## config.mk

```make
export PLATFORM = sky130hd
export DESIGN_NAME = hcbp_back
export DESIGN_NICKNAME = d
export VERILOG_FILES = /design/src/sv/assert_macros.svh /design/src/sv/hcbp_pkg.sv /design/src/sv/hcbp_back.sv
export SDC_FILE = /design/constraint.sdc
export NUM_CORES = 1
export LEC_CHECK = 0
export BUFFER_PORTS_ARGS = -buffer_cell sky130_fd_sc_hd__buf_2
export CORE_MARGIN = 4
export CORE_UTILIZATION = 53
export DETAILED_ROUTE_END_ITERATION = 16
export HOLD_SLACK_MARGIN = 0.08
export MAX_ROUTING_LAYER = met4
export PLACE_DENSITY = 0.77
export SETUP_SLACK_MARGIN = 0.2
export SYNTH_ARGS = -nofsm -noshare
export SYNTH_HDL_FRONTEND = slang
export SYNTH_SLANG_ARGS = --single-unit
```

## constraint.sdc

```tcl
create_clock -name i_clk -period 4.26 [get_ports i_clk]
set_input_delay 0.426 -clock i_clk [delete_from_list [all_inputs] [get_ports i_clk]]
set_output_delay 0.426 -clock i_clk [all_outputs]
set_load 0.05 [all_outputs]
```

## src/sv/assert_macros.svh

```systemverilog
// ----------------------------------------------------------------------------
// assert_macros.svh
// concurrent assertion helpers, empty when synthesizing
// ----------------------------------------------------------------------------
`ifndef ASSERT_MACROS_SVH
`define ASSERT_MACROS_SVH

`ifndef SYNTHESIS
// same-cycle implication
`define ASSERT_IMPL(lbl, clk, rst_n, ante, cons) \
    lbl: assert property (@(posedge clk) disable iff (!rst_n) (ante) |-> (cons)) \
        else $error("assertion failed");
// next-cycle implication
`define ASSERT_NEXT(lbl, clk, rst_n, ante, cons) \
    lbl: assert property (@(posedge clk) disable iff (!rst_n) (ante) |=> (cons)) \
        else $error("assertion failed");
`else
`define ASSERT_IMPL(lbl, clk, rst_n, ante, cons)
`define ASSERT_NEXT(lbl, clk, rst_n, ante, cons)
`endif

`endif

```

## src/sv/hcbp_pkg.sv

```systemverilog
// ----------------------------------------------------------------------------
// hcbp_pkg
// shared types and constants of the huffman code bit packer
// ----------------------------------------------------------------------------
package hcbp_pkg;

    // operation codes
    localparam logic [1:0] OP_LOAD   = 2'd0;
    localparam logic [1:0] OP_ENCODE = 2'd1;
    localparam logic [1:0] OP_FLUSH  = 2'd2;

    // field and datapath widths
    localparam int CODE_W      = 31;
    localparam int BITS_W      = 30;
    localparam int LEN_W       = 5;
    localparam int BUF_W       = 40;
    localparam int QUEUE_DEPTH = 4;

    // input transfer payload
    typedef struct packed {
        logic [1:0]        op;
        logic [7:0]        symbol;
        logic [CODE_W-1:0] code_word;
    } t_in_item;

    // output transfer payload
    typedef struct packed {
        logic [7:0] out_byte;
        logic       last_of_run;
    } t_out_item;

    // job handed from front to back; bits are msb first, bits[BITS_W-1] goes out first
    typedef struct packed {
        logic              is_flush;
        logic [BITS_W-1:0] bits;
        logic [LEN_W-1:0]  len;
    } t_job;

    // queue status seen by both sides
    typedef struct packed {
        logic full;
        logic empty;
    } t_q_stat;

endpackage

```

## src/sv/hcbp_back.sv

```systemverilog
// ----------------------------------------------------------------------------
// hcbp_back
// bit packer: merges jobs into the partial byte and sends whole bytes
// ----------------------------------------------------------------------------
module hcbp_back
    import hcbp_pkg::*;
(
    input  logic      i_clk,
    input  logic      i_rst_n,
    input  t_job      i_job,
    input  t_q_stat   i_q_stat,
    output logic      o_pop,
    output logic      o_valid,
    input  logic      i_ready,
    output t_out_item o_data
);

    logic [7:0]       r_partial, n_partial;
    logic [2:0]       r_count, n_count;
    logic [2:0]       r_nbytes, n_nbytes;
    logic [BUF_W-1:0] r_buf, n_buf;
    logic             r_out_valid;
    t_out_item        r_out;

    logic             emit;
    logic [3:0]       shamt;
    logic [BUF_W-1:0] placed;
    logic [5:0]       total;

    assign o_pop = (r_nbytes == '0) && !i_q_stat.empty;
    assign emit  = (r_nbytes != '0) && (!r_out_valid || i_ready);

    // new bits lined up right after the pending ones
    assign shamt  = 4'd8 - {1'b0, r_count};
    assign placed = {8'b0, i_job.bits, 2'b0} << shamt;
    assign total  = {3'b0, r_count} + {1'b0, i_job.len};

    // next state for job start and byte shifting
    always_comb begin
        n_partial = r_partial;
        n_count   = r_count;
        n_nbytes  = r_nbytes;
        n_buf     = r_buf;
        if (o_pop) begin
            if (i_job.is_flush) begin
                n_buf    = {r_partial, 32'b0};
                n_nbytes = {2'b0, (r_count != '0)};
                n_count  = '0;
            end else begin
                n_buf    = {r_partial, 32'b0} | placed;
                n_nbytes = total[5:3];
                n_count  = total[2:0];
                if (total[5:3] == '0) begin
                    n_partial = n_buf[BUF_W-1 -: 8];
                end
            end
        end else if (emit) begin
            n_buf    = r_buf << 8;
            n_nbytes = r_nbytes - 3'd1;
            if (r_nbytes == 3'd1) begin
                n_partial = r_buf[BUF_W-9 -: 8];
            end
        end
    end

    // control and packer state
    always_ff @(posedge i_clk) begin
        if (!i_rst_n) begin
            r_partial   <= '0;
            r_count     <= '0;
            r_nbytes    <= '0;
            r_out_valid <= 1'b0;
        end else begin
            r_partial <= n_partial;
            r_count   <= n_count;
            r_nbytes  <= n_nbytes;
            if (emit) begin
                r_out_valid <= 1'b1;
            end else if (i_ready) begin
                r_out_valid <= 1'b0;
            end
        end
    end

    // payload registers
    always_ff @(posedge i_clk) begin
        r_buf <= n_buf;
        if (emit) begin
            r_out.out_byte    <= r_buf[BUF_W-1 -: 8];
            r_out.last_of_run <= (r_nbytes == 3'd1);
        end
    end

    assign o_valid = r_out_valid;
    assign o_data  = r_out;

endmodule

```

==> impl_metrics.json, run 1 <==
{
  "finalSetupViolations": 0,
  "cp-end-kind": "flop",
  "endpoint": "r_buf[35]",
  "period_minus_slack_ps": 3180,
  "die_w_um": 96.6,
  "drcViolationCount": 0,
  "cts-root-buf": "clkbuf_8",
  "drt_iter0_drc": 304,
  "synth.largest_area_cell": "edfxtp_1",
  "syn-num-nets": 470,
  "start_util": 0.541,
  "antenna_cells": 0,
  "slew_headroom": 0.438,
  "viasPerCell": 6.30,
  "clock_sinks": 62,
  "cts_tree": "built",
  "drv_cap": 0,
  "route.vias.total": 3556,
  "synth_edf_count": 47,
  "htreeDepth": 3,
  "first_pass_iters": 5,
  "required_ps": 4430,
  "fmax_ghz": 0.314,
  "holdBufCountCts": 0,
  "wire_per_inst_um": 18.6,
  "dp.cells": 548,
  "worst_pin_slew_ps": 839,
  "finalHoldViolCount": 0,
  "synth_area_per_cell_um2": 9.90,
  "fp.coreArea_um2": 7690,
  "p_switching_w": 0.00140,
  "grt_remaining_overflow": 0,
  "ctsResizeCount": 0,
  "status": "complete, no violations",
  "routabilityCongestion": 0.856,
  "antenna_found_initial": 0,
  "intPower_w": 0.00193,
  "cts_buffer_depth": 2,
  "power.share.switching": 0.420,
  "synth_most_common_cell": "nand2_1",
  "clock_power_share": 0.183,
  "yosysUniqueCellTypes": 61,
  "track_usage": 0.246,
  "insertion_delay_ps": 350,
  "r2r_cells": 10,
  "grt_pass1_vias": 3449,
  "fp.dieH_um": 96.6,
  "max-vdd-ir-drop_mv": 0.280,
  "worst_setup_path_start_kind": "flop",
  "path_cells": "inv_1, buf_4, ha_1, ha_1, buf_4, clkinv_1, mux2i_1, o32ai_1, a41o_1, a31oi_1",
  "syn_inst": 420,
  "port_buffers": 50,
  "crit_type": "flop to flop",
  "slowest_delay_ps": 430,
  "critPathArrivalTime_ps": 3350,
  "dieArea_um2": 9320,
  "setup_tns_ps": 0,
  "r2r-end": "r_buf[35]",
  "post_cts_buffers": 0,
  "hp-class": "flop to flop",
  "async_flop_share": 0,
  "syn2layout_area_growth_pct": 12.0,
  "wl_um": 10500,
  "synth_top_area_share": 0.340,
  "pwr-share-seq": 0.342,
  "clk_pin_slew_worst_paths_ps": 80,
  "ys_warn_count": 0,
  "crit_start": "r_count[0]",
  "synth_common_cells": "nand2_1, edfxtp_1, nor2_1",
  "critPathSlowestCell": "buf_4",
  "drive_gt1_frac": 0.242,
  "power_density_nw_per_um2": 714,
  "ios": 52,
  "maxSlewViolCount": 0,
  "final_cells": 564,
  "ant_nets": 0,
  "row_count": 32,
  "synth-seq-cells": 62,
  "synth_area_um2": 4160,
  "rsz0062_at_grt": "no",
  "final_nets": 507,
  "period_share": 0.747,
  "r2r-start": "r_count[0]",
  "p_leak_nw": 1.81,
  "dp_hpwl_um": 7170,
  "ys.flop_type": "edfxtp_1",
  "reg2reg_slack_ps": 1080,
  "cts_inserted_buffers": 9,
  "clock-skew-final_ps": 15.1,
  "hold_start": "r_buf[32]",
  "cp_max_fo": 35,
  "synthTopCellsByArea": "edfxtp_1, dfxtp_1, mux2i_1",
  "combPwrFrac": 0.475,
  "grt_max_degree": 45,
  "ys_seq_area_frac": 0.412,
  "grt_first_pass_wirelength_um": 16900
}
-- power groups by stage --
| stage | Combinational (W) | Clock, W | Sequential [W] |
|---|---|---|---|
| floorplan | 0.00104 | 0 | 0.00131 |
| global placement | 0.00152 | 0 | 0.00114 |
| detailed placement | 0.00155 | 0 | 0.00115 |
| CTS | 0.00157 | 0.000618 | 0.00114 |
| global route | 0.00172 | 0.000639 | 0.00117 |
| finish | 0.00158 | 0.000608 | 0.00114 |
-- flip-flops by register name (all words and copies together), names as in the netlist --
register and cells:
r_buf 38, o_data 9, r_partial 8, r_count 3
r_nbytes 3, o_valid 1
-- cells by family (layout without fill, tap and decap cells) --
group | Yosys count | in the layout | synth area share
adders and majority gates | 9 | 9 | 0.0289
xor gates and xnor gates | 3 | 3 | 0.00632
buffers and inverters | 46 | 88 | 0.0557
muxes | 59 | 59 | 0.170
DFF | 62 | 62 | 0.412
AOI/OAI and AO/OA | 114 | 114 | 0.184
and+or+nand+nor | 127 | 127 | 0.143
-- per-layer routing --
metal	global-route usage	wire, um	up-vias
met3	0.0411	686	34
met2	0.429	5350	176
li1	-	-	1667
met1	0.273	4100	1679
met5	-	0	-
met4	0.118	358	0
-- per-stage QoR --
stage                util  area (um2)  total power, W  hold WS (ps)  setup slack (ps)
global route        0.606        4660         0.00352           432               878
finish              0.606        4660         0.00332           422              1080
global placement    0.576        4430         0.00266           403              1250
detailed placement  0.576        4430         0.00270           405              1150
floorplan               -        4160         0.00235           400              1160
CTS                 0.606        4660         0.00332           424              1130
-- cell usage in the layout (no fill, tap or decap), types with 3 or more instances in the layout --
cell	n
a22oi_1	5
o311ai_0	3
mux2i_1	30
a31oi_1	9
buf_4	9
nor3_1	10
buf_2	50
nor2_1	32
clkbuf_8	9
nand2b_1	4
o21ai_0	29
nor2b_1	6
o211ai_1	4
inv_6	3
a21oi_1	17
dfxtp_1	15
and3_1	4
mux4_2	7
o31ai_1	3
inv_1	11
a211oi_1	3
edfxtp_1	47
ha_1	8
o221ai_1	4
mux2_2	22
a22o_1	9
o22ai_1	5
nand3_1	8
nand2_1	49
-- worst min path at each step --
stage,depth (start not counted),to,slack [ps]
floorplan,0,o_data[1],400
global placement,0,o_data[8],400
detailed placement,0,o_data[8],410
CTS,0,o_data[1],420
global route,0,o_data[1],430
finish,0,o_data[1],420
-- critical path: cells and delay by family (launching register included) --
family / cells / cell delay [ps]
AOI/OAI and AO/OA: 3 / 580
buffers and inverters: 4 / 1050
DFF: 1 / 340
muxes: 1 / 370
adders and majority gates: 2 / 640
-- cell type report --
cell class | count | area [um2]
fillers | 670 | 3030
multi-input cells | 312 | 2220
flip-flops and latches | 62 | 1710
repair buffers | 59 | 318
well taps | 102 | 128
clock buffers | 9 | 124
clock inverters | 7 | 103
inverters | 13 | 48.8
Note: power is estimated with default switching activity, not from simulation.
==> run 2: changes to the inputs <==
--- a/config.mk
+++ b/config.mk
@@ -7,11 +7,11 @@
 export LEC_CHECK = 0
 export BUFFER_PORTS_ARGS = -buffer_cell sky130_fd_sc_hd__buf_2
 export CORE_MARGIN = 4
-export CORE_UTILIZATION = 53
+export CORE_UTILIZATION = 59
 export DETAILED_ROUTE_END_ITERATION = 16
 export HOLD_SLACK_MARGIN = 0.08
 export MAX_ROUTING_LAYER = met4
-export PLACE_DENSITY = 0.77
+export PLACE_DENSITY = 0.81
 export SETUP_SLACK_MARGIN = 0.2
 export SYNTH_ARGS = -nofsm -noshare
 export SYNTH_HDL_FRONTEND = slang
==> constraint.sdc (replaced) <==
create_clock -name i_clk -period 3.19 [get_ports i_clk]
set_input_delay 0.319 -clock i_clk [delete_from_list [all_inputs] [get_ports i_clk]]
set_output_delay 0.319 -clock i_clk [all_outputs]
set_load 0.05 [all_outputs]
==> impl_metrics.json, run 2 (synthesized netlist as in run 1, its figures left out) <==
{
  "required_ps": 3280,
  "start_util": 0.608,
  "wire_per_inst_um": 19.3,
  "finalSetupViolations": 0,
  "route.vias.total": 3567,
  "path_common_cell": "ha_1",
  "max-vdd-ir-drop_mv": 0.519,
  "worst_setup_path_start_kind": "flop",
  "crit_type": "flop to flop",
  "track_usage": 0.271,
  "viasPerCell": 6.37,
  "grt_remaining_overflow": 0,
  "setup_tns_ps": 0,
  "grt_max_degree": 45,
  "fp.coreArea_um2": 6830,
  "period_share": 0.878,
  "path_cells": "inv_1, ha_1, ha_1, buf_12, mux2i_1, a32oi_1, o31ai_1, a31oi_1",
  "insertion_delay_ps": 350,
  "first_pass_iters": 8,
  "fmax_ghz": 0.357,
  "worst_pin_slew_ps": 804,
  "fp.dieH_um": 91.9,
  "cts_buffer_depth": 2,
  "place_area_um2": 4460,
  "final_nets": 509,
  "die_w_um": 91.9,
  "antenna_found_initial": 0,
  "slowest_delay_ps": 590,
  "clock_sinks": 62,
  "grt_first_pass_wirelength_um": 17300,
  "final_common_cell": "buf_2",
  "most-common-layout-cells": "buf_2, nand2_1, edfxtp_1",
  "cp_max_fo": 26,
  "finalHoldViolCount": 0,
  "dieArea_um2": 8450,
  "dp_hpwl_um": 7730,
  "status": "complete, no violations",
  "drt_iter0_drc": 203,
  "ant_nets": 0,
  "clk_pin_slew_worst_paths_ps": 80,
  "ios": 52,
  "largest_reg_flops": 38,
  "clock-skew-final_ps": 14.3,
  "cp-end-kind": "flop",
  "regMostFlops": "r_buf",
  "cts_inserted_buffers": 9,
  "rsz0062_at_grt": "no",
  "post_cts_buffers": 0,
  "critPathSlowestCell": "ha_1",
  "cts-root-buf": "clkbuf_8",
  "slew_headroom": 0.462,
  "routabilityCongestion": 0.927,
  "postLayoutCellArea_um2": 4660,
  "grt_pass1_vias": 3486,
  "row_count": 30,
  "critPathArrivalTime_ps": 2890,
  "port_buffers": 50,
  "drcViolationCount": 0,
  "syn2layout_area_growth_pct": 12.2,
  "power_density_nw_per_um2": 941,
  "maxSlewViolCount": 0,
  "drive_gt1_frac": 0.246,
  "drv_cap": 0,
  "antenna_cells": 0,
  "htreeDepth": 3,
  "cts_tree": "built",
  "p_leak_nw": 1.80,
  "nFillCells": 550,
  "period_minus_slack_ps": 2800,
  "hp-class": "input pin to flop",
  "wl_um": 10800
}
[run 2: layout make-up]
type	instances	area, um2	share of cell area
clock inverter	7	72.6	0.0156
sequential	62	1710	0.367
timing repair buffer	61	358	0.0767
clock buffer	9	124	0.0266
tap	96	120	0.0258
multi-input combinational	312	2220	0.477
inverter	13	52.6	0.0113
[run 2: metrics by stage]
step,total power [W],hold WS (ps),setup WS (ps),utilization,std cells
detailed placement,0.00368,405,443,0.653,544
global route,0.00464,343,235,0.683,560
global placement,0.00362,401,436,0.653,544
floorplan,0.00313,400,419,-,420
finish,0.00439,313,388,0.683,560
CTS,0.00438,304,406,0.682,560
[run 2: final timing paths]
check	end	depth (start not counted)	start	slack, ps
setup reg to reg	r_buf[32]	8	r_count[1]	390
setup / recovery	r_buf[32]	8	r_count[1]	390
hold reg to reg	o_data[4]	0	r_buf[35]	420
hold / removal	o_valid	3	i_ready	310
[run 2: critical path: cells and delay by family, from the launching register on]
kind / cells / cell delay (ps)
adders and majority gates: 2 / 770
buffers and inverters: 2 / 330
DFF: 1 / 500
AOI/OAI and AO/OA: 3 / 550
muxes: 1 / 380
[run 2: power by group]
| part | leakage (nW) | switching [W] | internal [W] |
|---|---|---|---|
| Combinational | 1.11 | 0.00140 | 0.000766 |
| Clock | 0.0972 | 0.000331 | 0.000362 |
| Sequential | 0.598 | 0.000132 | 0.00139 |
[run 2: metal layers]
layer  vias to the layer above  GRT usage  part of all wire
met3                        36     0.0476             0.061
met1                      1696      0.312              0.39
met4                         0      0.151             0.048
li1                       1664          -                 -
met5                         -          -                 0
met2                       171      0.448              0.50
[run 2: what timing repair did]
action / CTS / global route
endpoints found under the setup margin: 0 / 3
resized for setup: 0 / 2
hold buffers: 0 / 0
hold endpoints to repair: 0 / 0
