**src/sv/assert_macros.svh**
```systemverilog
// ----------------------------------------------------------------------------
// assert_macros.svh
// concurrent assertion helpers, empty when synthesizing
// ----------------------------------------------------------------------------
`ifndef ASSERT_MACROS_SVH
`define ASSERT_MACROS_SVH

`ifndef SYNTHESIS
// same-cycle implication
`define ASSERT_IMPL(lbl, clk, rst_n, ante, cons) \
    lbl: assert property (@(posedge clk) disable iff (!rst_n) (ante) |-> (cons)) \
        else $error("assertion failed");
// next-cycle implication
`define ASSERT_NEXT(lbl, clk, rst_n, ante, cons) \
    lbl: assert property (@(posedge clk) disable iff (!rst_n) (ante) |=> (cons)) \
        else $error("assertion failed");
`else
`define ASSERT_IMPL(lbl, clk, rst_n, ante, cons)
`define ASSERT_NEXT(lbl, clk, rst_n, ante, cons)
`endif

`endif

```
**src/sv/hcbp_pkg.sv**
```systemverilog
// ----------------------------------------------------------------------------
// hcbp_pkg
// shared types and constants of the huffman code bit packer
// ----------------------------------------------------------------------------
package hcbp_pkg;

    // operation codes
    localparam logic [1:0] OP_LOAD   = 2'd0;
    localparam logic [1:0] OP_ENCODE = 2'd1;
    localparam logic [1:0] OP_FLUSH  = 2'd2;

    // field and datapath widths
    localparam int CODE_W      = 31;
    localparam int BITS_W      = 30;
    localparam int LEN_W       = 5;
    localparam int BUF_W       = 40;
    localparam int QUEUE_DEPTH = 4;

    // input transfer payload
    typedef struct packed {
        logic [1:0]        op;
        logic [7:0]        symbol;
        logic [CODE_W-1:0] code_word;
    } t_in_item;

    // output transfer payload
    typedef struct packed {
        logic [7:0] out_byte;
        logic       last_of_run;
    } t_out_item;

    // job handed from front to back; bits are msb first, bits[BITS_W-1] goes out first
    typedef struct packed {
        logic              is_flush;
        logic [BITS_W-1:0] bits;
        logic [LEN_W-1:0]  len;
    } t_job;

    // queue status seen by both sides
    typedef struct packed {
        logic full;
        logic empty;
    } t_q_stat;

endpackage

```
**src/sv/hcbp_queue.sv**
```systemverilog
// ----------------------------------------------------------------------------
// hcbp_queue
// short job fifo between the front and back ends
// ----------------------------------------------------------------------------
module hcbp_queue
    import hcbp_pkg::*;
(
    input  logic    i_clk,
    input  logic    i_rst_n,
    input  logic    i_push,
    input  t_job    i_job,
    input  logic    i_pop,
    output t_job    o_job,
    output t_q_stat o_stat
);

    localparam int PTR_W = $clog2(QUEUE_DEPTH);
    localparam int CNT_W = $clog2(QUEUE_DEPTH + 1);

    t_job             r_mem [QUEUE_DEPTH];
    logic [PTR_W-1:0] r_head, r_tail;
    logic [CNT_W-1:0] r_count;

    // storage, no reset needed
    always_ff @(posedge i_clk) begin
        if (i_push) begin
            r_mem[r_tail] <= i_job;
        end
    end

    // pointers and fill count
    always_ff @(posedge i_clk) begin
        if (!i_rst_n) begin
            r_head  <= '0;
            r_tail  <= '0;
            r_count <= '0;
        end else begin
            if (i_push) begin
                r_tail <= PTR_W'((32'(r_tail) + 1) % QUEUE_DEPTH);
            end
            if (i_pop) begin
                r_head <= PTR_W'((32'(r_head) + 1) % QUEUE_DEPTH);
            end
            if (i_push && !i_pop) begin
                r_count <= r_count + CNT_W'(1);
            end else if (!i_push && i_pop) begin
                r_count <= r_count - CNT_W'(1);
            end
        end
    end

    assign o_job        = r_mem[r_head];
    assign o_stat.full  = (r_count == CNT_W'(QUEUE_DEPTH));
    assign o_stat.empty = (r_count == '0);

endmodule

```
**config.mk**
```make
export PLATFORM = sky130hd
export DESIGN_NAME = hcbp_queue
export DESIGN_NICKNAME = d
export VERILOG_FILES = /design/src/sv/assert_macros.svh /design/src/sv/hcbp_pkg.sv /design/src/sv/hcbp_queue.sv
export SDC_FILE = /design/constraint.sdc
export NUM_CORES = 1
export LEC_CHECK = 0
export BUFFER_PORTS_ARGS = -buffer_cell sky130_fd_sc_hd__buf_2
export CORE_ASPECT_RATIO = 2
export CORE_MARGIN = 5
export CORE_UTILIZATION = 51
export DETAILED_ROUTE_END_ITERATION = 7
export PLACE_DENSITY = 0.75
export SLEW_MARGIN = 0
export SYNTH_ARGS = -nofsm -noshare
export SYNTH_HDL_FRONTEND = slang
export SYNTH_SLANG_ARGS = --single-unit
```
**constraint.sdc**
```tcl
create_clock -name i_clk -period 1.9 [get_ports i_clk]
set_clock_uncertainty 0.15 [all_clocks]
set_input_delay 0.19 -clock i_clk [delete_from_list [all_inputs] [get_ports i_clk]]
set_output_delay 0.19 -clock i_clk [all_outputs]
set_load 0.005 [all_outputs]
```
==> flow_summary.json, run 1 <==
{
  "global_route_wire_length_before_repair_mm": 16.2,
  "syn_area_sq_um": 5690,
  "synth_top_area_share_pct": 75.9,
  "violations": "negative setup slack",
  "cp.required_ns": 1.56,
  "grt_max_degree": 37,
  "floorplan.die.height_um": 159,
  "cts_made_buffers": 17,
  "clock_tree.htree_level_count": 4,
  "netlist-cell-type-count": 22,
  "drc": 0,
  "dr_total_vias": 2728,
  "num_antenna_cells": 0,
  "worst_ir_drop_vdd_mv": 0.654,
  "rsz0062_at_grt": "yes",
  "finalWorstSetupSlack_ns": -0.131,
  "postLayoutCoreUtil_pct": 66.6,
  "first_global_vias": 3030,
  "coreArea_sq_um": 10900,
  "crit_fanout": 12,
  "slew-limit-headroom_pct": 82.1,
  "critical-path-slowest-cell": "mux4_2",
  "hold_path_class": "in2reg",
  "fmax_mhz": 492,
  "tightestPinTransition_ns": 0.269,
  "fp.dieW_um": 84.7,
  "share_of_layout_cells_above_drive_strength_1_pct": 41.6,
  "drv_cap": 0,
  "final_net_count": 414,
  "cts_root_buffer": "clkbuf_16",
  "syn-mean-instance-area_sq_um": 24.7,
  "dp_hpwl_mm": 5.99,
  "worst_setup_path_start_kind": "register",
  "clock_tree_from_tritoncts": "built",
  "clkSlewWorstSetupHoldPaths_ns": 0.06,
  "power_per_cell_area_nw_per_um2": 1060,
  "synth_enable_flop_cells": 144,
  "initial_antenna_violation_count": 0,
  "initialDrtViolationCount": 169,
  "setup.worst_path.class": "reg2out",
  "clock_sink_count": 153,
  "ys_ff_latch": 153,
  "numPortBuffers": 77,
  "dominantRegCellSynth": "edfxtp_1",
  "synth.area.top_cells": "edfxtp_1 (76%), mux4_2 (12%), dfxtp_1 (3.2%)",
  "timing_max_transition_violations_final": 0,
  "post_detailed_routing_wire_length_mm": 10.2,
  "critical_path.cell_chain": "buf_16 > mux4_2 > buf_2",
  "starting_density_of_the_core_pct": 52.0,
  "run_status": "finished, violations left",
  "std_cell_rows": 54,
  "netlist.top_cell.by_area": "edfxtp_1",
  "gp_routability_congestion": 0.698,
  "cts_buffer_depth": 2,
  "io-pin-count": 78,
  "die_area_sq_um": 13500,
  "gr-total-overflow": 0,
  "timing.final.setup_violations": 36,
  "worst_skew_pair.late_latency_ns": 0.41,
  "net_count_after_synthesis": 277,
  "ys_async_sr_fraction_pct": 0,
  "global_route.usage.total_pct": 16.3,
  "worstPathArrival_ns": 1.69,
  "layout_min_cycle_time_ns": 2.03,
  "post-route-period-util_pct": 107,
  "cts_setup_buffers": 0,
  "antenna_violating_nets_post_route": 0,
  "setup-tns-final_ns": -3.82,
  "fillerInstances": 751,
  "syn-instance-count": 231,
  "yosysWarnings": 0,
  "detailedRoute.firstPassIterationCount": 5,
  "area_growth_syn_to_layout_pct": 28.0,
  "via_per_inst": 5.25,
  "finalHoldViolations": 0,
  "seq_area_frac_synth_pct": 79.1,
  "power.static_leakage_nw": 2.53,
  "cp-end-kind": "output port",
  "wl_per_cell_um": 19.6,
  "timing.critical_path.slowest_cell_delay_ns": 0.51
}
==> through the flow <==
step / setup slack (ns) / instances / hold slack, ns / total power [mW] / cell area (sq um)
5_1_grt: -0.187 / 520 / 0.0404 / 8.04 / 7290
4_1_cts: -0.177 / 519 / 0.00421 / 7.81 / 7260
3_3_place_gp: 0.108 / 449 / 0.249 / 4.69 / 6310
2_1_floorplan: 0.283 / 231 / 0.139 / 4.39 / 5700
6_report: -0.131 / 520 / 0.00224 / 7.74 / 7290
3_5_place_dp: 0.0344 / 449 / 0.260 / 4.71 / 6310
==> cell families (layout without fill, tap and decap cells) <==
kind of cell	after synthesis	in the layout	synth area share, %
AO/OA/AOI/OAI	2	2	0.220
XOR/XNOR	5	5	0.769
adder cells (fa/ha/maj)	6	6	1.45
buffers and inverters	12	161	1.87
flip-flops	153	153	79.1
multiplexers	38	38	15.0
AND/OR/NAND/NOR	15	15	1.60
==> critical path: cells and delay by family, from the launching register on <==
kind / cells / cell delay [ns]
multiplexers: 1 / 0.51
flip-flops: 1 / 0.44
buffers and inverters: 2 / 0.32
==> final timing paths <==
path	cells past startpoint	endpoint	startpoint	slack (ns)
min reg2reg	2	r_count[2]$_SDFFE_PN0P_	r_count[2]$_SDFFE_PN0P_	0.39
max	3	o_job[29]	register	-0.13
min	3	r_tail[1]$_SDFFE_PN0P_	i_push	0.002
max reg2reg	4	r_count[2]$_SDFFE_PN0P_	r_count[0]$_SDFFE_PN0P_	0.23
==> flip-flops by register name, indices dropped and copies added, names as in the netlist, named ones only <==
| register | cells |
|---|---|
| r_mem | 144 |
| r_count | 3 |
| r_head | 2 |
| r_tail | 2 |
==> report_power, final <==
group,switching [mW],internal (mW)
sequential,0.0609,3.87
clock,1.22,1.78
combinational,0.356,0.454
==> Yosys cell counts, drive strengths merged, types with 2 or more instances <==
cell	number
mux2i	2
dfxtp	9
edfxtp	144
xnor2	2
mux4	36
and2	9
xor2	3
buf	7
ha	5
nor2b	2
inv	4
==> layer usage <==
layer / vias to the layer above / GRT usage [%] / wire length [um]
met3: 23 / 3.88 / 460
met1: 1403 / 17.7 / 3700
met4: 0 / 8.00 / 253
met2: 66 / 29.1 / 5790
li1: 1236 / - / -
met5: - / 0 / 0
==> layout make-up <==
type	instances	area, sq um	share of cell area, %
flip-flops and latches	153	4510	61.9
multi-input cells	66	1070	14.6
repair buffers	126	988	13.6
clock buffers	19	433	5.94
well taps	140	175	2.40
clock inverters	12	103	1.41
inverters	4	15.0	0.206
==> layout by cell type, fill, tap and decap left out, types with 5 or more instances in the layout <==
cell	count
ha_1	5
edfxtp_1	144
clkinvlp_4	6
clkbuf_16	18
mux4_2	36
buf_12	6
dfxtp_1	7
dlygate4sd3_1	38
buf_2	75
and2_1	5
==> timing repair <==
action / CTS / global route
hold buffers: 38 / 0
endpoints found under the setup margin: 36 / 36
endpoints found under the hold margin: 153 / 0
gates cloned: 1 / 1
resized for setup: 13 / 1
(Power assumes the default switching activity.)
==> inputs of run 2 (changes only) <==
--- a/config.mk
+++ b/config.mk
@@ -5,7 +5,7 @@
 export SDC_FILE = /design/constraint.sdc
 export NUM_CORES = 1
 export LEC_CHECK = 0
-export BUFFER_PORTS_ARGS = -buffer_cell sky130_fd_sc_hd__buf_2
+export BUFFER_PORTS_ARGS = -buffer_cell sky130_fd_sc_hd__clkbuf_2
 export CORE_ASPECT_RATIO = 2
 export CORE_MARGIN = 5
 export CORE_UTILIZATION = 51
==> run 2 against run 1 <==
Compared with the run above: the run still ends with negative setup slack left; sequential share of layout area increased by 0.29 points; total power increased by 2.2%; hold slack improved by 0.033 ns; first-iteration DRC count increased by 12%; global-route usage decreased by 0.44 points; combinational power decreased by 4.1%; worst setup slack improved by 0.0048 ns; register-to-register slack about the same; maximum frequency increased by 0.24%; wire length decreased by 3.9%; utilization decreased by 0.27 points; critical path type unchanged; largest power group unchanged.
==> flow_summary.json, run 2 (synthesis gave the netlist of run 1 again) <==
{
  "setup.worst_path.class": "reg2out",
  "dr_total_vias": 2713,
  "post-layout-total-power_mw": 7.91,
  "post_detailed_routing_wire_length_mm": 9.81,
  "violations": "negative setup slack",
  "cp-end-kind": "output port",
  "cellInternalPower_mw": 6.23,
  "clock_sink_count": 153,
  "floorplan.die.height_um": 159,
  "power_per_cell_area_nw_per_um2": 1090,
  "fmax_mhz": 494,
  "finalWorstSetupSlack_ns": -0.126,
  "power.static_leakage_nw": 2.54,
  "final_cell_mix": "edfxtp_1 (144), clkbuf_2 (77), dlygate4sd3_1 (38), mux4_2 (36), clkbuf_16 (17)",
  "wl_met3_um": 449,
  "die_area_sq_um": 13500,
  "timing.final.setup_violations": 36,
  "highest_layer": "met4",
  "initial_antenna_violation_count": 0,
  "critical_path.cell_chain": "buf_12 > mux4_2 > clkbuf_2",
  "cp.required_ns": 1.56,
  "hold_path_class": "in2reg",
  "crit_fanout": 11,
  "drv_cap": 0,
  "worst_path_bufs_invs": 2,
  "clkSlewWorstSetupHoldPaths_ns": 0.06,
  "initialDrtViolationCount": 190,
  "gp_routability_congestion": 0.723,
  "timing.critical_path.slowest_cell_delay_ns": 0.53,
  "std_cell_rows": 54,
  "slew-limit-headroom_pct": 64.3,
  "fin_cells": 518,
  "worst_skew_pair.late_latency_ns": 0.41,
  "grt_max_degree": 37,
  "starting_density_of_the_core_pct": 52.0,
  "final_net_count": 411,
  "num_antenna_cells": 0,
  "detailedRoute.firstPassIterationCount": 4,
  "dp_hpwl_mm": 5.91,
  "worstPathArrival_ns": 1.69,
  "placed_cells": 447,
  "finalHoldViolations": 0,
  "critical-path-slowest-cell": "mux4_2",
  "p_sw_mw": 1.68,
  "postLayoutCoreUtil_pct": 66.3,
  "largest_register_ffs": 144,
  "coreArea_sq_um": 10900,
  "tightestPinTransition_ns": 0.536,
  "global_route_wire_length_before_repair_mm": 15.7,
  "worst_ir_drop_vdd_mv": 0.843,
  "io-pin-count": 78,
  "max_flop_register": "r_mem",
  "antenna_violating_nets_post_route": 0,
  "dpl_worst_slack_ns": 0.0000590,
  "power_frac_clock_pct": 40.5,
  "switching_power_share_of_the_total_pct": 21.2,
  "layout_commonest_cell": "edfxtp_1",
  "drc": 0,
  "global_route.usage.total_pct": 15.8,
  "largest_registers_ranked_by_flip_flop_count": "r_mem (144), r_count (3)",
  "layout_min_cycle_time_ns": 2.03,
  "power.share.combinational_pct": 9.8,
  "worst_setup_path_start_kind": "register",
  "cts_buffer_depth": 2,
  "timing_max_transition_violations_final": 0,
  "share_of_layout_cells_above_drive_strength_1_pct": 41.5,
  "gr-total-overflow": 0,
  "cts_setup_buffers": 0,
  "clock_tree_from_tritoncts": "built",
  "worst_hold_slack_ns": 0.0355,
  "numPortBuffers": 77,
  "seq_power_share_pct": 49.7,
  "cts_made_buffers": 17,
  "area_growth_syn_to_layout_pct": 27.5,
  "cts_root_buffer": "clkbuf_16",
  "wl_per_cell_um": 18.9,
  "clock_tree.htree_level_count": 4,
  "drt-met1-wl_mm": 3.59,
  "fp.dieW_um": 84.7,
  "run_status": "finished, violations left",
  "first_global_vias": 3021,
  "routed-wl-met2_mm": 5.52,
  "via_per_inst": 5.24,
  "crit_family": "multiplexers",
  "post-route-period-util_pct": 107,
  "rsz0062_at_grt": "yes"
}
run 2: changes by cell type in the layout (fill, tap and decap cells not counted), sizes merged:
cell and delta:
bufinv +1, clkbuf +75, buf -79, clkinv -1, inv +2
run 2: cell type report:
class	instances	area, sq um
sequential	153	4510
fill	762	3690
multi-input combinational	66	1070
timing repair buffer	123	911
clock buffer	18	429
tap	140	175
clock inverter	14	149
inverter	4	15.0
run 2: worst reg2reg max path, delay by kind of cell (launching register included):
family          cells  cell delay [ns]
simple gates        1             0.30
flops               1             0.36
xor+xnor            1             0.18
compound gates      1             0.15
fa+ha+maj           1             0.45
run 2: power groups by stage:
stage | combinational (mW) | clock [mW] | sequential (mW)
2_1_floorplan | 0.419 | 0 | 3.97
3_3_place_gp | 0.691 | 0 | 3.99
3_5_place_dp | 0.706 | 0 | 4.00
4_1_cts | 0.796 | 3.27 | 3.93
5_1_grt | 0.844 | 3.43 | 3.94
6_report | 0.777 | 3.20 | 3.93
run 2: final timing paths:
kind | depth (start not counted) | slack, ns | to | from
max | 3 | -0.13 | o_job[9] | register
max reg2reg | 4 | 0.24 | r_count[2]$_SDFFE_PN0P_ | r_count[0]$_SDFFE_PN0P_
min | 3 | 0.04 | r_tail[1]$_SDFFE_PN0P_ | i_push
min reg2reg | 2 | 0.37 | r_count[2]$_SDFFE_PN0P_ | r_count[2]$_SDFFE_PN0P_
run 2: through the flow:
step	TNS, ns	cell area, sq um
floorplan	0	5700
global placement	0	6270
detailed placement	0	6270
CTS	-4.51	7250
global route	-5.49	7260
finish	-3.12	7260
run 2: metal layers:
metal / track usage, % / up-vias
li1: - / 1231
met1: 16.7 / 1394
met2: 28.4 / 71
met3: 4.71 / 17
met4: 7.42 / 0
met5: 0 / -
run 2: what timing repair did:
| item | in CTS | in global routing |
|---|---|---|
| endpoints found under the hold margin | 153 | 0 |
| setup endpoints to repair | 72 | 72 |
| gates cloned | 1 | 0 |
| hold buffers | 38 | 0 |
| gates resized for setup | 13 | 2 |
==> inputs of run 3 (changes only) <==
--- a/config.mk
+++ b/config.mk
@@ -10,7 +10,7 @@
 export CORE_MARGIN = 5
 export CORE_UTILIZATION = 51
 export DETAILED_ROUTE_END_ITERATION = 7
-export PLACE_DENSITY = 0.75
+export PLACE_DENSITY = 0.72
 export SLEW_MARGIN = 0
 export SYNTH_ARGS = -nofsm -noshare
 export SYNTH_HDL_FRONTEND = slang
==> constraint.sdc (replaced) <==
create_clock -name i_clk -period 1.9 [get_ports i_clk]
set_clock_uncertainty 0.15 [all_clocks]
set_input_delay 0 -clock i_clk [delete_from_list [all_inputs] [get_ports i_clk]]
set_output_delay 0 -clock i_clk [all_outputs]
set_load 0.005 [all_outputs]
==> run 3 against run 2 <==
Compared with the run above: the run now ends clean; flip-flop and latch count is the same; total power shrank 2.4%; critical path depth is the same; sequential share of layout area shrank 0.15 points; wire length grew 1.5%; utilization grew 0.13 points; final cell count grew 0.58%; die area is the same; critical path type unchanged; largest power group unchanged.
==> flow_summary.json, run 3 (synthesis gave the netlist of run 1 again) <==
{
  "run_status": "complete, no violations",
  "die_area_sq_um": 13500,
  "dpl_worst_slack_ns": 0.0347,
  "final_cell_mix": "edfxtp_1 (144), clkbuf_2 (76), dlygate4sd3_1 (40), mux4_2 (32), clkbuf_16 (19)",
  "cp-end-kind": "output port",
  "cellInternalPower_mw": 6.15,
  "gr-total-overflow": 0,
  "coreArea_sq_um": 10900,
  "clkSlewWorstSetupHoldPaths_ns": 0.05,
  "post_dp_cell_area_sq_um": 6290,
  "hold_path_class": "in2reg",
  "wl_per_cell_um": 19.1,
  "timing.rr.start": "r_count[0]$_SDFFE_PN0P_",
  "worst_ir_drop_vdd_mv": 0.718,
  "crit_fanout": 18,
  "area_growth_syn_to_layout_pct": 27.7,
  "clock_tree_from_tritoncts": "built",
  "drc": 0,
  "numPortBuffers": 77,
  "post_detailed_routing_wire_length_mm": 9.95,
  "clock_sink_count": 153,
  "max_flop_register": "r_mem",
  "critical_path.cell_chain": "buf_16 > mux4_2 > clkbuf_2",
  "slew-limit-headroom_pct": 63.1,
  "global_route.usage.total_pct": 16.3,
  "std_cell_rows": 54,
  "antenna_violating_nets_post_route": 0,
  "share_of_layout_cells_above_drive_strength_1_pct": 38.6,
  "crit_family": "multiplexers",
  "first_global_vias": 3047,
  "setup.worst_path.class": "reg2out",
  "power.static_leakage_nw": 2.56,
  "timing.critical_path.slowest_cell_delay_ns": 0.53,
  "critical-path-slowest-cell": "mux4_2",
  "num_antenna_cells": 0,
  "cp.required_ns": 1.75,
  "timing.hold.worst_path_depth": 2,
  "timing_max_transition_violations_final": 0,
  "p_sw_mw": 1.57,
  "finalWorstSetupSlack_ns": 0.0686,
  "cts_setup_buffers": 0,
  "worst_skew_pair.late_latency_ns": 0.41,
  "gp_routability_congestion": 0.705,
  "power_per_cell_area_nw_per_um2": 1060,
  "timing.final.setup_violations": 0,
  "cts_root_buffer": "clkbuf_16",
  "cts_made_buffers": 17,
  "initialDrtViolationCount": 187,
  "finalHoldViolations": 0,
  "post-route-period-util_pct": 96.4,
  "final_net_count": 414,
  "switching_power_share_of_the_total_pct": 20.3,
  "dr_total_vias": 2732,
  "grt_max_degree": 37,
  "starting_density_of_the_core_pct": 52.0,
  "power.share.combinational_pct": 10.2,
  "worst_path_bufs_invs": 2,
  "clock_tree.htree_level_count": 4,
  "fin_area_sq_um": 7270,
  "drv_cap": 0,
  "seq_power_share_pct": 50.8,
  "largest_registers_ranked_by_flip_flop_count": "r_mem (144), r_count (3)",
  "layout_commonest_cell": "edfxtp_1",
  "power_frac_clock_pct": 39.0,
  "layout_min_cycle_time_ns": 1.83,
  "fmax_mhz": 546,
  "initial_antenna_violation_count": 0,
  "worst_setup_path_start_kind": "register",
  "io-pin-count": 78,
  "floorplan.die.height_um": 159,
  "cts_buffer_depth": 2,
  "timing.critical_path.depth": 3,
  "worst_reg2reg_path_length_in_cells": 4,
  "rsz0062_at_grt": "yes",
  "worst_hold_startpoint": "i_job[4]",
  "detailedRoute.firstPassIterationCount": 4,
  "via_per_inst": 5.24,
  "tightestPinTransition_ns": 0.553,
  "fp.dieW_um": 84.7,
  "post-layout-total-power_mw": 7.72,
  "global_route_wire_length_before_repair_mm": 16.2,
  "worstPathArrival_ns": 1.68,
  "dp_hpwl_mm": 5.77,
  "largest_register_ffs": 144
}
run 3: path summary, 6_finish.rpt:
path / endpoint / slack, ns
max: o_job[16] / 0.07
min: r_mem[2][4]$_DFFE_PP_ / 0.19
max reg2reg: r_count[2]$_SDFFE_PN0P_ / 0.22
min reg2reg: r_count[2]$_SDFFE_PN0P_ / 0.39
run 3: timing repair:
action	CTS	global route
hold endpoints to repair	153	0
endpoints found under the setup margin	23	46
gates cloned	1	1
gates resized for setup	4	2
pin swaps	0	0
hold buffers	40	0
run 3: power groups by stage:
stage	combinational [mW]	clock, mW	sequential [mW]
CTS	0.798	3.06	3.92
finish	0.790	3.01	3.92
global route	0.865	3.25	3.93
floorplan	0.419	0	3.97
detailed placement	0.712	0	3.99
global placement	0.699	0	3.97
run 3: metal layers:
metal	routed length (um)	GRT usage [%]	up-vias
li1	-	-	1242
met1	3730	18.5	1403
met2	5590	28.1	75
met3	489	5.90	12
met4	139	5.98	0
met5	0	0	-
run 3: cell type report:
| cell class | count | area [sq um] |
|---|---|---|
| Timing Repair Buffer | 126 | 953 |
| Clock buffer | 30 | 526 |
| Fill cell | 750 | 3670 |
| Clock inverter | 2 | 12.5 |
| Sequential cell | 153 | 4510 |
| Tap cell | 140 | 175 |
| Multi-Input combinational cell | 66 | 1080 |
| Inverter | 4 | 15.0 |
run 3: metrics by stage:
step / std cells / setup TNS (ns) / hold WS, ns / util (%)
final: 521 / 0 / 0.193 / 66.4
after global routing: 521 / -0.0216 / 0.195 / 66.4
after CTS: 520 / 0 / 0.183 / 66.2
after detailed placement: 447 / 0 / 0.0746 / 57.4
after global placement: 447 / 0 / 0.0631 / 57.4
after floorplan: 231 / 0 / -0.0511 / -
